### src/sv/pat_ram.sv
module pat_ram #(
  parameter int AW = 6,
  parameter int DW = 8
) (
  input  logic          clk,
  input  logic          we,
  input  logic [AW-1:0] waddr,
  input  logic [DW-1:0] wdata,
  input  logic          re,
  input  logic [AW-1:0] raddr,
  output logic [DW-1:0] rdata
);

  logic [DW-1:0] mem [2**AW];

  always_ff @(posedge clk) begin
    if (we) begin
      mem[waddr] <= wdata;
    end
  end

  // Registered read: data appears the cycle after the address.
  always_ff @(posedge clk) begin
    if (re) begin
      rdata <= mem[raddr];
    end
  end

endmodule

### config.mk
export PLATFORM = sky130hd
export DESIGN_NAME = pat_ram
export DESIGN_NICKNAME = d
export VERILOG_FILES = /design/src/sv/pat_ram.sv
export SDC_FILE = /design/constraint.sdc
export NUM_CORES = 1
export LEC_CHECK = 0
export BUFFER_PORTS_ARGS = -buffer_cell sky130_fd_sc_hd__buf_4
export CAP_MARGIN = 15
export CORE_MARGIN = 3
export CORE_UTILIZATION = 55
export DETAILED_ROUTE_END_ITERATION = 12
export PLACE_DENSITY = 0.77
export RECOVER_POWER = 50
export SLEW_MARGIN = 20
export SYNTH_ARGS = -nofsm -noshare
export SYNTH_HDL_FRONTEND = slang
export SYNTH_SLANG_ARGS = --single-unit
export TNS_END_PERCENT = 50
### constraint.sdc
create_clock -name clk -period 3.7 [get_ports clk]
set_input_delay 0.185 -clock clk [delete_from_list [all_inputs] [get_ports clk]]
set_output_delay 0.185 -clock clk [all_outputs]
set_load 0.005 [all_outputs]
**After elaboration in Yosys (flattened, before gate mapping)**

Memories as Yosys holds them, arrays and structs flattened. A register that Yosys moved wholly into a read port is not among the register bits.
Cells that the tools add are included.

- Muxes and demuxes: 2

Operators by type and width:

| cell | count |
|---|---|
| $mux W1 | 2 |

- RAM bits: 512
- Memories kept: 1
- Logic and storage cells: 3
- Flip-flop bits (word level): 0

Memories:

| name | depth | width | read ports | clocked after Yosys merged registers in | wr ports | line | RTL |
|---|---|---|---|---|---|---|---|
| mem | 64 | 8 | 1 | 1 | 1 | 14 | `logic [DW-1:0] mem [2**AW];` |

**Logic depth before layout (Yosys ltp)**

- Depth in word-level cells: 2
- Depth in mapped cells: 9
- Mapped depth without buffers: 5

**Worst setup path after synthesis**

Ideal clock, no wire load.

- Path kind: input-to-reg
- Start point: input raddr[1]
- End point: register rdata[3], read port of mem (data pin)
- Setup time: 0.266 ns
- Setup slack: 1.709 ns
- Data required time: 3.434 ns
- Cell stages on the path: 7
- Arrival time: 1.725 ns
- Cell sequence: buf_4 > buf_2 > buf_2 > mux4_2 > mux4_2 > o21ai_1 > o41ai_1

RTL lines:

| element | line | RTL |
|---|---|---|
| from (decl) | 10 | `input logic [AW-1:0] raddr,` |
| to (decl) | 11 | `output logic [DW-1:0] rdata` |

==> metrics.txt <==
post-synthesis mux area share=0.159; Clk network pwr share=0.419; unrepaired setup endpoints after global routing=no; Post-synth EDFFs=between 500 and 600; sequential power share=0.533; post-CTS setup buffers=0; grt total ovfl=0; fin crit share=0.656; PnR worst setup slack=1.27 ns; Worst slew margin=-1.01; TritonCTS clock tree=done; post-synth top area share=0.771; Synth Area in Simple Gates=0.0337; final setup violation count=0; synth top area cells=edfxtp_1, mux4_2, nor2_1, mux2i_1, mux2_2; Total Wirelength=about 44000 um; DIE AREA=approximately 40000 um2; Vias/cell=between 6 and 7; DP Cell Count=between 1000 and 1500; Place WS=around 0.91 ns; Pwr Total=between 10 and 15 mW; adder-cell share of the synthesized area=0; main combinational cell family by area after synthesis=multiplexers; worst hold slack=0.117 ns; Pwr Density=between 500 and 600 nW/um2; Detail Placement HPWL=25900 um; vias post-DR=9791; Peak VDD IR=around 0.00040 V; switching share of total power=0.200; cell count after synthesis=940; H-tree lvl count=2; Area Growth Syn to Fin=11.4%; Synth Area in XOR/XNOR=0; Logic pwr share=0.048; complex-gate fraction of the synthesized area=0.0206; post-route ant nets=0; post-layout util=0.628; Total GRT Usage=0.231; Worst Path Required=3.98 ns; Arrival @ worst endpoint=around 2.7 ns; top_reg_cell synth=edfxtp_1; Max-Cap Viols=8; Tmin final=approximately 2.4 ns; met2 routed wirelength=21000 um; ys async rst share=0; largest net degree at the start of global routing=65; worst min path class=input port to flip-flop; critical path startpoint category=flip-flop; Die Height=slightly below 200 um; WL/cell=29.5 um; Filler cells=roughly 2300; starting density of the core=0.564; Met1 Wirelength=roughly 17000 um; nets=roughly 1000; Ys Warns=0; Hold Fails Final Rpt=0; sequential cell area=around 16000 um2; Post-Syn Nets=963; initial detailed-routing violation count=~1400; row count=69; clk_lat worst skew=around 0.55 ns; Leakage=between 6 and 7 nW; sequential fraction of the synthesis area=0.771; cts bufs inserted=50; clk root buf=clkbuf_16; CP Max Fanout=1; IO Pins=31; Crit Path Category=flip-flop to flip-flop; global-route wire length before repair=66100 um; Die W=198 um; CP Capture Type=flip-flop; final routed DRC violation total=0; met3 wire length=4830 um; mean post-synth cell area=around 22 um2; area occupied by multi-input gates=approximately 4300 um2; Worst Skew=between 0.015 and 0.02 ns; Setup Total Neg Slack=0 ns; share of post-route cells with drive strength above 1=0.242; drt pass-1 iters=6; Finished Layout Cells=approximately 1500; uppermost routed layer=met4; Port-buffer cells=30; internal power=about 10 mW; fmax=approximately 400 MHz; vias in the first global route=between 9000 and 10000; clock sink total=520; status=complete, but fails checks; Synth cell types=39; GP Congestion=roughly 0.84; Switch Pwr=2.46 mW; failing checks=capacitance limit, slew limit; Synth area leader=edfxtp_1; initial antenna violation count=2; Final Slew Violations=520; Core Box Area=roughly 36000 um2; register bit count reported by yosys=520; maximum buffer depth of the clock tree=3; Design Area, Final=about 23000 um2; clock-pin slew on the worst setup and hold paths=~0.06 ns; placed cell area=about 21000 um2; Tightest Pin Transition=about 3 ns; mapped cell area=20200 um2
==> cells in the mapped netlist (4+ instances only) <==
library cell,n
buf_1,4
o22ai_1,8
a211oi_1,4
o221ai_1,8
nand2b_1,7
nor2b_1,14
buf_6,4
nand2_1,19
nor3_1,7
edfxtp_1,520
buf_2,11
a221oi_1,6
nand3_1,13
buf_4,13
mux4_2,126
clkbuf_1,17
nor2_1,83
mux2i_1,23
mux2_2,13
==> critical path, cell delays in order, from the launching register on <==
cell and delay [ns]:
edfxtp_1 0.38, mux4_2 0.49, mux2_2 0.28, o221a_2 0.28, nor3_1 0.53, o32ai_1 0.20
==> placed cells by master, fill, tap and decap left out, drive strengths merged, types with 2 or more instances in the layout <==
cell type,n
a2111oi,2
a211oi,4
a21oi,3
a221oi,6
a22oi,3
buf,34
bufinv,7
clkbuf,72
clkinv,23
clkinvlp,2
diode,2
edfxtp,520
mux2,13
mux2i,23
mux4,126
nand2,19
nand2b,7
nand3,13
nand3b,3
nand4,2
nor2,83
nor2b,14
nor3,7
nor4,2
o2111ai,3
o21a,2
o21ai,4
o221a,2
o221ai,8
o22ai,8
o2bb2ai,3
o32ai,2
o41ai,2
==> power groups by stage <==
| stage | Sequential (mW) | Combinational, mW | Clock (mW) |
|---|---|---|---|
| after floorplan | 6.67 | 0.348 | 0 |
| after global placement | 6.67 | 0.580 | 0 |
| after detailed placement | 6.68 | 0.594 | 0 |
| after CTS | 6.55 | 0.599 | 5.21 |
| after global routing | 6.57 | 0.631 | 5.45 |
| final | 6.56 | 0.594 | 5.15 |
==> registers in the layout (all words and copies together) (netlist names) <==
signal and flops:
rdata 8, mem 512
==> cell type report <==
| type | count | share of cell area |
|---|---|---|
| diodes | 2 | 0.000222 |
| flip-flops and latches | 520 | 0.692 |
| repair buffers | 48 | 0.0164 |
| multi-input cells | 369 | 0.191 |
| clock inverters | 32 | 0.0143 |
| clock buffers | 59 | 0.0598 |
| well taps | 461 | 0.0256 |
==> repair_timing <==
item | CTS | global route
hold buffers | 1 | 0
endpoints found under the setup margin | 0 | 0
resized for setup | 0 | 0
endpoints found under the hold margin | 8 | 0
==> worst paths after layout <==
kind / cells past startpoint / slack (ns) / from / to
setup / recovery: 5 / 1.27 / mem[16][6]$_DFFE_PP_ / rdata[6]$_DFFE_PP_
hold / removal: 2 / 0.12 / waddr[1] / mem[48][0]$_DFFE_PP_
setup reg to reg: 5 / 1.27 / mem[16][6]$_DFFE_PP_ / rdata[6]$_DFFE_PP_
hold reg to reg: 4 / 0.96 / mem[23][1]$_DFFE_PP_ / rdata[1]$_DFFE_PP_
==> cell families (layout without fill, tap and decap cells) <==
| family | after synthesis | count (layout) |
|---|---|---|
| AO/OA/AOI/OAI | 54 | 54 |
| buffers and inverters | 51 | 139 |
| flip-flops | 520 | 520 |
| multiplexers | 162 | 162 |
| other | 0 | 2 |
| AND/OR/NAND/NOR | 153 | 153 |
==> routing by layer <==
metal,global-route usage,up-vias
li1,-,4035
met1,0.342,5069
met2,0.347,596
met3,0.0577,91
met4,0.0731,0
met5,0,-
Power figures use the tool's default switching activity.
