===== src/sv/pat_pkg.sv =====
package pat_pkg;

  // Fixed field widths of the item and result channels.
  localparam int SLOT_W = 6;
  localparam int SEQ_W  = 32;
  localparam int PID_W  = 16;
  localparam int EXP_W  = 5;

  // Default sizing of the tally.
  localparam int DEF_SLOTS = 64;
  localparam int DEF_PEERS = 16;

  typedef enum logic [2:0] {
    ST_CLEAR,
    ST_IDLE,
    ST_CHK,
    ST_SCAN,
    ST_UPD,
    ST_DONE
  } pat_state_t;

endpackage


===== src/sv/pat_ctrl.sv =====
module pat_ctrl #(
  parameter int SLOTS = pat_pkg::DEF_SLOTS,
  parameter int PEERS = pat_pkg::DEF_PEERS,
  parameter int SW    = (SLOTS > 1) ? $clog2(SLOTS) : 1,
  parameter int PW    = (PEERS > 1) ? $clog2(PEERS) : 1,
  parameter int CW    = $clog2(PEERS + 1),
  parameter int RW    = pat_pkg::SEQ_W + pat_pkg::PID_W + CW
) (
  input  logic                       clk,
  input  logic                       rst_n,
  input  logic [pat_pkg::EXP_W-1:0]  expected,
  // item channel
  input  logic                       in_valid,
  output logic                       in_stall,
  input  logic [pat_pkg::SLOT_W-1:0] in_slot,
  input  logic [pat_pkg::SEQ_W-1:0]  in_proposed_seq,
  input  logic [pat_pkg::PID_W-1:0]  in_proposer,
  // result channel
  output logic                       out_valid,
  input  logic                       out_stall,
  output logic                       out_final_valid,
  output logic                       out_duplicate,
  output logic [pat_pkg::SLOT_W-1:0] out_final_slot,
  output logic [pat_pkg::SEQ_W-1:0]  out_final_seq,
  output logic [pat_pkg::PID_W-1:0]  out_final_proposer,
  // slot row memory
  output logic                       slot_we,
  output logic [SW-1:0]              slot_waddr,
  output logic [RW-1:0]              slot_wdata,
  output logic                       slot_re,
  output logic [SW-1:0]              slot_raddr,
  input  logic [RW-1:0]              slot_rdata,
  // seen proposer memory
  output logic                       seen_we,
  output logic [SW+PW-1:0]           seen_waddr,
  output logic [pat_pkg::PID_W-1:0]  seen_wdata,
  output logic                       seen_re,
  output logic [SW+PW-1:0]           seen_raddr,
  input  logic [pat_pkg::PID_W-1:0]  seen_rdata
);

  import pat_pkg::*;

  pat_state_t state_r, state_nxt;

  logic [SW-1:0]     clr_cnt_r;
  logic [SLOT_W-1:0] slot_r;
  logic [SEQ_W-1:0]  seq_r;
  logic [PID_W-1:0]  who_r;
  logic              in_range_r;
  logic [PW-1:0]     idx_r;
  logic [SEQ_W-1:0]  cur_seq_r;
  logic [PID_W-1:0]  cur_pid_r;
  logic [CW-1:0]     cur_cnt_r;
  logic              res_final_r;
  logic              res_dup_r;
  logic [SEQ_W-1:0]  res_seq_r;
  logic [PID_W-1:0]  res_pid_r;
  logic              out_valid_r;
  logic              out_final_r;
  logic              out_dup_r;
  logic [SLOT_W-1:0] out_slot_r;
  logic [SEQ_W-1:0]  out_seq_r;
  logic [PID_W-1:0]  out_pid_r;

  logic              accept;
  logic              out_free;
  logic [SW-1:0]     slot_idx;
  logic [CW-1:0]     need;
  logic [SEQ_W-1:0]  row_seq;
  logic [PID_W-1:0]  row_pid;
  logic [CW-1:0]     row_cnt;
  logic              closed;
  logic              hit;
  logic              last;
  logic              better;
  logic [CW-1:0]     cnt_inc;
  logic [SEQ_W-1:0]  new_seq;
  logic [PID_W-1:0]  new_pid;

  assign accept   = in_valid && !in_stall;
  assign out_free = !out_valid_r || !out_stall;
  assign slot_idx = SW'(slot_r);

  // Effective expected count, clamped to 1..PEERS.
  always_comb begin
    if (expected == '0) begin
      need = CW'(1);
    end else if (32'(expected) > 32'(PEERS)) begin
      need = CW'(PEERS);
    end else begin
      need = CW'(expected);
    end
  end

  assign {row_seq, row_pid, row_cnt} = slot_rdata;
  assign closed  = !in_range_r || (row_cnt >= need);
  assign hit     = (seen_rdata == who_r);
  assign last    = ((32'(idx_r) + 32'd1) == 32'(cur_cnt_r));
  assign better  = (cur_cnt_r == '0) || (seq_r > cur_seq_r) ||
                   ((seq_r == cur_seq_r) && (who_r < cur_pid_r));
  assign new_seq = better ? seq_r : cur_seq_r;
  assign new_pid = better ? who_r : cur_pid_r;
  assign cnt_inc = CW'(cur_cnt_r + 1'b1);

  // Next state.
  always_comb begin
    state_nxt = state_r;
    unique case (state_r)
      ST_CLEAR: begin
        if (clr_cnt_r == SW'(SLOTS - 1)) begin
          state_nxt = ST_IDLE;
        end
      end
      ST_IDLE: begin
        if (accept) begin
          state_nxt = ST_CHK;
        end
      end
      ST_CHK: begin
        if (closed) begin
          state_nxt = ST_DONE;
        end else if (row_cnt == '0) begin
          state_nxt = ST_UPD;
        end else begin
          state_nxt = ST_SCAN;
        end
      end
      ST_SCAN: begin
        if (hit) begin
          state_nxt = ST_DONE;
        end else if (last) begin
          state_nxt = ST_UPD;
        end
      end
      ST_UPD: begin
        state_nxt = ST_DONE;
      end
      ST_DONE: begin
        if (out_free) begin
          state_nxt = ST_IDLE;
        end
      end
      default: begin
        state_nxt = ST_IDLE;
      end
    endcase
  end

  // Memory controls and handshake.
  always_comb begin
    in_stall   = 1'b1;
    slot_we    = 1'b0;
    slot_waddr = slot_idx;
    slot_wdata = {new_seq, new_pid, cnt_inc};
    slot_re    = 1'b0;
    slot_raddr = SW'(in_slot);
    seen_we    = 1'b0;
    seen_waddr = {slot_idx, PW'(cur_cnt_r)};
    seen_wdata = who_r;
    seen_re    = 1'b0;
    seen_raddr = {slot_idx, PW'(0)};
    unique case (state_r)
      ST_CLEAR: begin
        slot_we    = 1'b1;
        slot_waddr = clr_cnt_r;
        slot_wdata = '0;
      end
      ST_IDLE: begin
        in_stall = 1'b0;
        slot_re  = accept;
      end
      ST_CHK: begin
        seen_re = !closed && (row_cnt != '0);
      end
      ST_SCAN: begin
        seen_re    = !hit && !last;
        seen_raddr = {slot_idx, PW'(idx_r + 1'b1)};
      end
      ST_UPD: begin
        slot_we = 1'b1;
        seen_we = 1'b1;
      end
      ST_DONE: begin
        in_stall = 1'b1;
      end
      default: begin
        in_stall = 1'b1;
      end
    endcase
  end

  always_ff @(posedge clk) begin
    if (!rst_n) begin
      state_r     <= ST_CLEAR;
      clr_cnt_r   <= '0;
      out_valid_r <= 1'b0;
    end else begin
      state_r <= state_nxt;
      if (state_r == ST_CLEAR) begin
        clr_cnt_r <= clr_cnt_r + 1'b1;
      end
      if (state_r == ST_DONE && out_free) begin
        out_valid_r <= 1'b1;
      end else if (!out_stall) begin
        out_valid_r <= 1'b0;
      end
    end
  end

  // Item datapath.
  always_ff @(posedge clk) begin
    unique case (state_r)
      ST_IDLE: begin
        if (accept) begin
          slot_r     <= in_slot;
          seq_r      <= in_proposed_seq;
          who_r      <= in_proposer;
          in_range_r <= (32'(in_slot) < 32'(SLOTS));
        end
      end
      ST_CHK: begin
        cur_seq_r   <= row_seq;
        cur_pid_r   <= row_pid;
        cur_cnt_r   <= row_cnt;
        idx_r       <= '0;
        res_final_r <= 1'b0;
        res_dup_r   <= 1'b0;
        res_seq_r   <= '0;
        res_pid_r   <= '0;
      end
      ST_SCAN: begin
        idx_r     <= idx_r + 1'b1;
        res_dup_r <= hit;
      end
      ST_UPD: begin
        if (cnt_inc >= need) begin
          res_final_r <= 1'b1;
          res_seq_r   <= new_seq;
          res_pid_r   <= new_pid;
        end
      end
      ST_DONE: begin
        if (out_free) begin
          out_final_r <= res_final_r;
          out_dup_r   <= res_dup_r;
          out_slot_r  <= slot_r;
          out_seq_r   <= res_seq_r;
          out_pid_r   <= res_pid_r;
        end
      end
      default: begin
        idx_r <= idx_r;
      end
    endcase
  end

  assign out_valid          = out_valid_r;
  assign out_final_valid    = out_final_r;
  assign out_duplicate      = out_dup_r;
  assign out_final_slot     = out_slot_r;
  assign out_final_seq      = out_seq_r;
  assign out_final_proposer = out_pid_r;

endmodule


===== config.mk =====
export PLATFORM = sky130hd
export DESIGN_NAME = pat_ctrl
export DESIGN_NICKNAME = d
export VERILOG_FILES = /design/src/sv/pat_pkg.sv /design/src/sv/pat_ctrl.sv
export SDC_FILE = /design/constraint.sdc
export NUM_CORES = 1
export LEC_CHECK = 0
export ABC_CLOCK_PERIOD_IN_PS = 15710
export BUFFER_PORTS_ARGS = -buffer_cell sky130_fd_sc_hd__buf_2
export CAP_MARGIN = 20
export CORE_ASPECT_RATIO = 1.1
export CORE_MARGIN = 2
export CORE_UTILIZATION = 50
export DETAILED_ROUTE_END_ITERATION = 8
export GPL_TIMING_DRIVEN = 0
export PLACE_DENSITY = 0.76
export SLEW_MARGIN = 30
export SYNTH_ARGS = -nofsm -noshare
export SYNTH_HDL_FRONTEND = slang
export SYNTH_SLANG_ARGS = --single-unit

===== constraint.sdc =====
create_clock -name clk -period 15.71 [get_ports clk]
set_input_delay 3.9275 -clock clk [delete_from_list [all_inputs] [get_ports clk]]
set_output_delay 3.9275 -clock clk [all_outputs]
set_load 0.005 [all_outputs]

Word-level counts from Yosys, hierarchy flattened. Cells that the tools add are included.

Reductions and logical operators: 25. Add/sub/neg operators: 4. $lt $le $gt $ge: 5. Eq/ne operators: 15. Multiplexer cells: 30.

Operators with widths (count): $mux 32 (2); $pmux 32 s2 (1); $mux 53 (1); $eq 32x32->1 (1); $gt 32x32->1 (1); $mux 16 (2); $pmux 16 s2 (1); $mux 3 (7); $pmux 3 s6 (1); $eq 16x16->1 (1); $lt 16x16->1 (1); $logic_not 5->1 (3); $ge 5x5->1 (2); $mux 5 (2); $ne 2x2->1 const B (4); $pmux 4 s2 (1); $mux 1 (7); $add 6x1->6 const B (1); $eq 3x2->1 const B (2); $eq 3x3->1 const B (2); $eq 6x6->1 const B (1); $mux 6 (1); $pmux 1 s2 (3); $reduce_and 2->1 (3); 17 further kinds (28).

Bits of input ports: 132. Register bits after elaboration: 227. Output and inout port bits: 163.

Depth between registers and ports, before layout.
Depth in word-level cells: 7. Gate-level depth with buffers: 11. Depth with buffers taken out: 11.

Least setup slack after synthesis. No wires, ideal clock.

Kind: input port to output port. Start point: input in_valid. End point: output slot_re. Required time: 11.783 ns. Arrival time: 6.273 ns. Stages: 2. Slack: 5.509 ns. Cell sequence: inv_1 -> nor2_1.

Cells in the longest elaborated chain, start to end: 2.

RTL lines: start: declaration (line pat_ctrl.sv:13) `input logic in_valid,`; $logic_and 1x1->1 (line pat_ctrl.sv:81) `assign accept = in_valid && !in_stall;`; $mux 1 (line pat_ctrl.sv:163) `unique case (state_r)`; end: declaration (line pat_ctrl.sv:30) `output logic slot_re,`.

No other way between the ends.

Worst setup path in the final report.
Start point: input expected[1] in the netlist's numbering. End point: output seen_re.

Cells in the longest elaborated chain, start to end: 7. Elaborated cells on any way between the ends: 8. Classes of those cells: order compare (2); mux (3); reduce/logical (3).

RTL lines: start: declaration (line pat_ctrl.sv:11) `input logic [pat_pkg::EXP_W-1:0] expected,`; $gt 5x5->1 (line pat_ctrl.sv:89) `end else if (32'(expected) > 32'(PEERS)) begin`; $mux 5 (line pat_ctrl.sv:89); $mux 5 (*) (line pat_ctrl.sv:87) `if (expected == '0) begin`; $ge 5x5->1 (*) (line pat_ctrl.sv:97) `assign closed = !in_range_r || (row_cnt >= need);`; $logic_not 1->1 (*) (line pat_ctrl.sv:174) `seen_re = !closed && (row_cnt != '0);`; $logic_and 1x1->1 (*) (line pat_ctrl.sv:174); $pmux 1 s2 (*) (line pat_ctrl.sv:163); end: declaration (line pat_ctrl.sv:37) `output logic seen_re,`.

Every way passes the cells marked *; elsewhere a longest branch is shown, timed or not.

==> out/metrics.cfg <==
[yosys]
postSynthAreaPerCell_um2 = 13.0
synth_seq_cells = 227
synth_edf_count = 217
synth_nets = 993
ys_types = 54
synth_warnings = 0
synthArstFlopShare_pct = 0
yosysSeqAreaShare_pct = 64.3
synth_area_mm2 = 0.0104
ys.flop_type = edfxtp_1
syn_inst = 802

[timing]
rsz0062_at_grt = no
finalCritPeriodShare_pct = 64.6
timing.fmax_mhz = 98.5
finalSetupViolCount = 0
worstMarginPinSlew_ps = 796
finalSetupTns_ps = 0
maxSlewHeadroom_pct = 46.5
drv_slew = 0
skew_ps = 9.93
period_needed_ps = 10150
hold_viol = 0

[clock_network]
clockRootBuffer = clkbuf_16
cts.sinks = 227
clk_latency_ps = 510
post-cts-setup-buffers = 0
cts_buffers = 24
ctsResizeCount = 0
cts_tree = yes
cts_max_path_buffers = 3
postCtsHoldBufs = 0
clk_pin_slew_ps = 60
htreeDepth = 1

[drt]
avgViaCountPerCell = 5.47
wl_um = 27700
wl_per_cell_um = 19.8
vias = 7680
postRouteAntennaNets = 0
drt_pass1_iterations = 5
drc = 0
drt_iter0_markers = 555

[setup_path]
critPathBufInv = 2
cp_common_cell = nor2_1
crit_start = expected[1]
setup.worst_path.start_class = primary input
cp_data_arrival_time_ps = 6220
path_max_fanout = 3
cp.required_ps = 11780
slowest_stage = a211oi_1
reg2reg_from = cur_cnt_r[0]$_DFFE_PP_
crit_chain = buf_2 -> nor3_1 -> nor2_1 -> nor2_1 -> ha_1 -> nand2b_1 -> a21o_1 -> a21oi_1 -> o21ai_0 -> a211oi_1 -> a22oi_1 -> nor2_1 -> buf_2
critical_path_class = primary input to primary output
crit_family = compound AO/OA/AOI/OAI gates
cpPeakStageDelay_ps = 490
endpoint_kind = primary output

[floorplanning]
die_x_um = 142
die_y_um = 156
coreArea_mm2 = 0.0205
start_util_pct = 50.9
row_count = 55
ios = 295
design.die.area_mm2 = 0.0220

[global_routing]
grt_pass1_vias = 7538
antenna_found_initial = 8
grt_remaining_overflow = 0
grt_max_degree = 22
grt_pass1_wl_um = 41600
grtUsageTotal_pct = 24.7

[layout]
regArea_mm2 = 0.00672
fillers = 1585
nNetsFinal = 1322
drive_above_1_share_pct = 36.4
syn_to_final_growth_pct = 26.2
multi_input_area_mm2 = 0.00322
finalInstanceArea_mm2 = 0.0132
postLayoutCoreUtil_pct = 64.3
instances_no_fill = 1404
mostFrequentLayoutCells = 299 x buf_2, 217 x edfxtp_1, 119 x a21oi_1, 59 x ha_1, 57 x inv_1
final_common_cell = buf_2

[run_status]
status = complete, no violations

[place]
dpl-instance-area_mm2 = 0.0125
place_congestion = 0.859
dp.cells = 1361
dp_hpwl_um = 21000
place.port_buffers = 294

[flow_run]
maxCapViolCount = 0

[pwr]
leakage_uw = 0.00558
power.density_mw_per_mm2 = 92.2
ir_drop_v = 0.0000853
totalPowerFinal_uw = 1210

[hold_path]
worstHoldStart = res_pid_r[11]$_SDFFCE_PN0P_
hp-class = register to register

[routing by layer]
layer  GRT usage, %  vias up  share of wire [%]
met3           5.46       54                8.4
met4           6.29        6                2.2
met1           31.6     3665                 39
met5              0        -              0.079
met2           43.1      318                 50
li1               -     3637                  -
[power breakdown]
| group | internal (uW) | total, uW | switching, uW |
|---|---|---|---|
| Sequential | 659 | 660 | 1.26 |
| Clock | 302 | 520 | 218 |
| Combinational | 19.4 | 34.4 | 15.0 |
| Total | 981 | 1210 | 234 |
[flip-flops by register name, indices dropped and copies added (netlist names), 3 cells and up]
signal              flops
seq_r                  32
out_final_slot          6
res_pid_r              16
cur_seq_r              32
clr_cnt_r               6
slot_idx                6
state_r                 3
cur_pid_r              16
res_seq_r              32
out_final_seq          32
idx_r                   4
out_final_proposer     16
cur_cnt_r               5
seen_wdata             16
[final cells by class]
type,count,share of cell area (%)
sequential,227,51.0
multi-input combinational,466,24.5
timing repair buffer,303,12.6
clock buffer,30,4.89
buffer,52,2.50
tap,256,2.43
inverter,57,1.62
clock inverter,7,0.427
antenna,6,0.114
[per-stage QoR]
stage	hold WS, ps	worst slack [ps]
5_1_grt	421	5390
4_1_cts	413	5570
3_3_place_gp	400	3450
3_5_place_dp	405	5610
6_report	412	5560
2_1_floorplan	400	5510
[cell usage after synthesis (4+ instances only)]
cell type	count	area share (%)
edfxtp_1	217	62
a21oi_1	120	5.8
ha_1	59	7.1
inv_1	57	2.0
nand2_1	43	1.5
o21ai_0	38	1.8
nand3_1	37	1.8
nor2_1	23	0.83
o21ai_2	21	1.8
xnor2_1	21	1.8
buf_4	20	1.4
clkbuf_1	20	0.72
nand3_2	20	1.9
nand4_1	15	0.90
dfxtp_1	10	1.9
buf_6	7	0.76
xor2_1	7	0.59
a211oi_1	5	0.36
buf_2	5	0.24
nor3_1	5	0.24
a21o_1	4	0.29
and2_1	4	0.24
nand2b_1	4	0.24
nor2b_1	4	0.24
[cells by family (layout without fill, tap and decap cells)]
| family | Yosys count | count (layout) | share of synthesized area [%] |
|---|---|---|---|
| fa+ha+maj | 60 | 60 | 7.17 |
| flops | 227 | 227 | 64.3 |
| compound gates | 207 | 207 | 11.6 |
| other cells | 0 | 6 | 0 |
| simple gates | 171 | 171 | 9.37 |
| xor+xnor | 28 | 28 | 2.35 |
| buf+inv | 109 | 449 | 5.20 |
[final timing paths]
kind / slack [ps] / endpoint / cells after the start
worst max-delay path: 5560 / seen_re / 13
worst min-delay path: 410 / out_final_proposer[11]$_DFFE_PP_ / 0
worst max register to register: 12710 / res_seq_r[17]$_SDFFCE_PN0P_ / 9
worst min register to register: 410 / out_final_proposer[11]$_DFFE_PP_ / 0
Note: power is estimated with default switching activity, not from simulation.
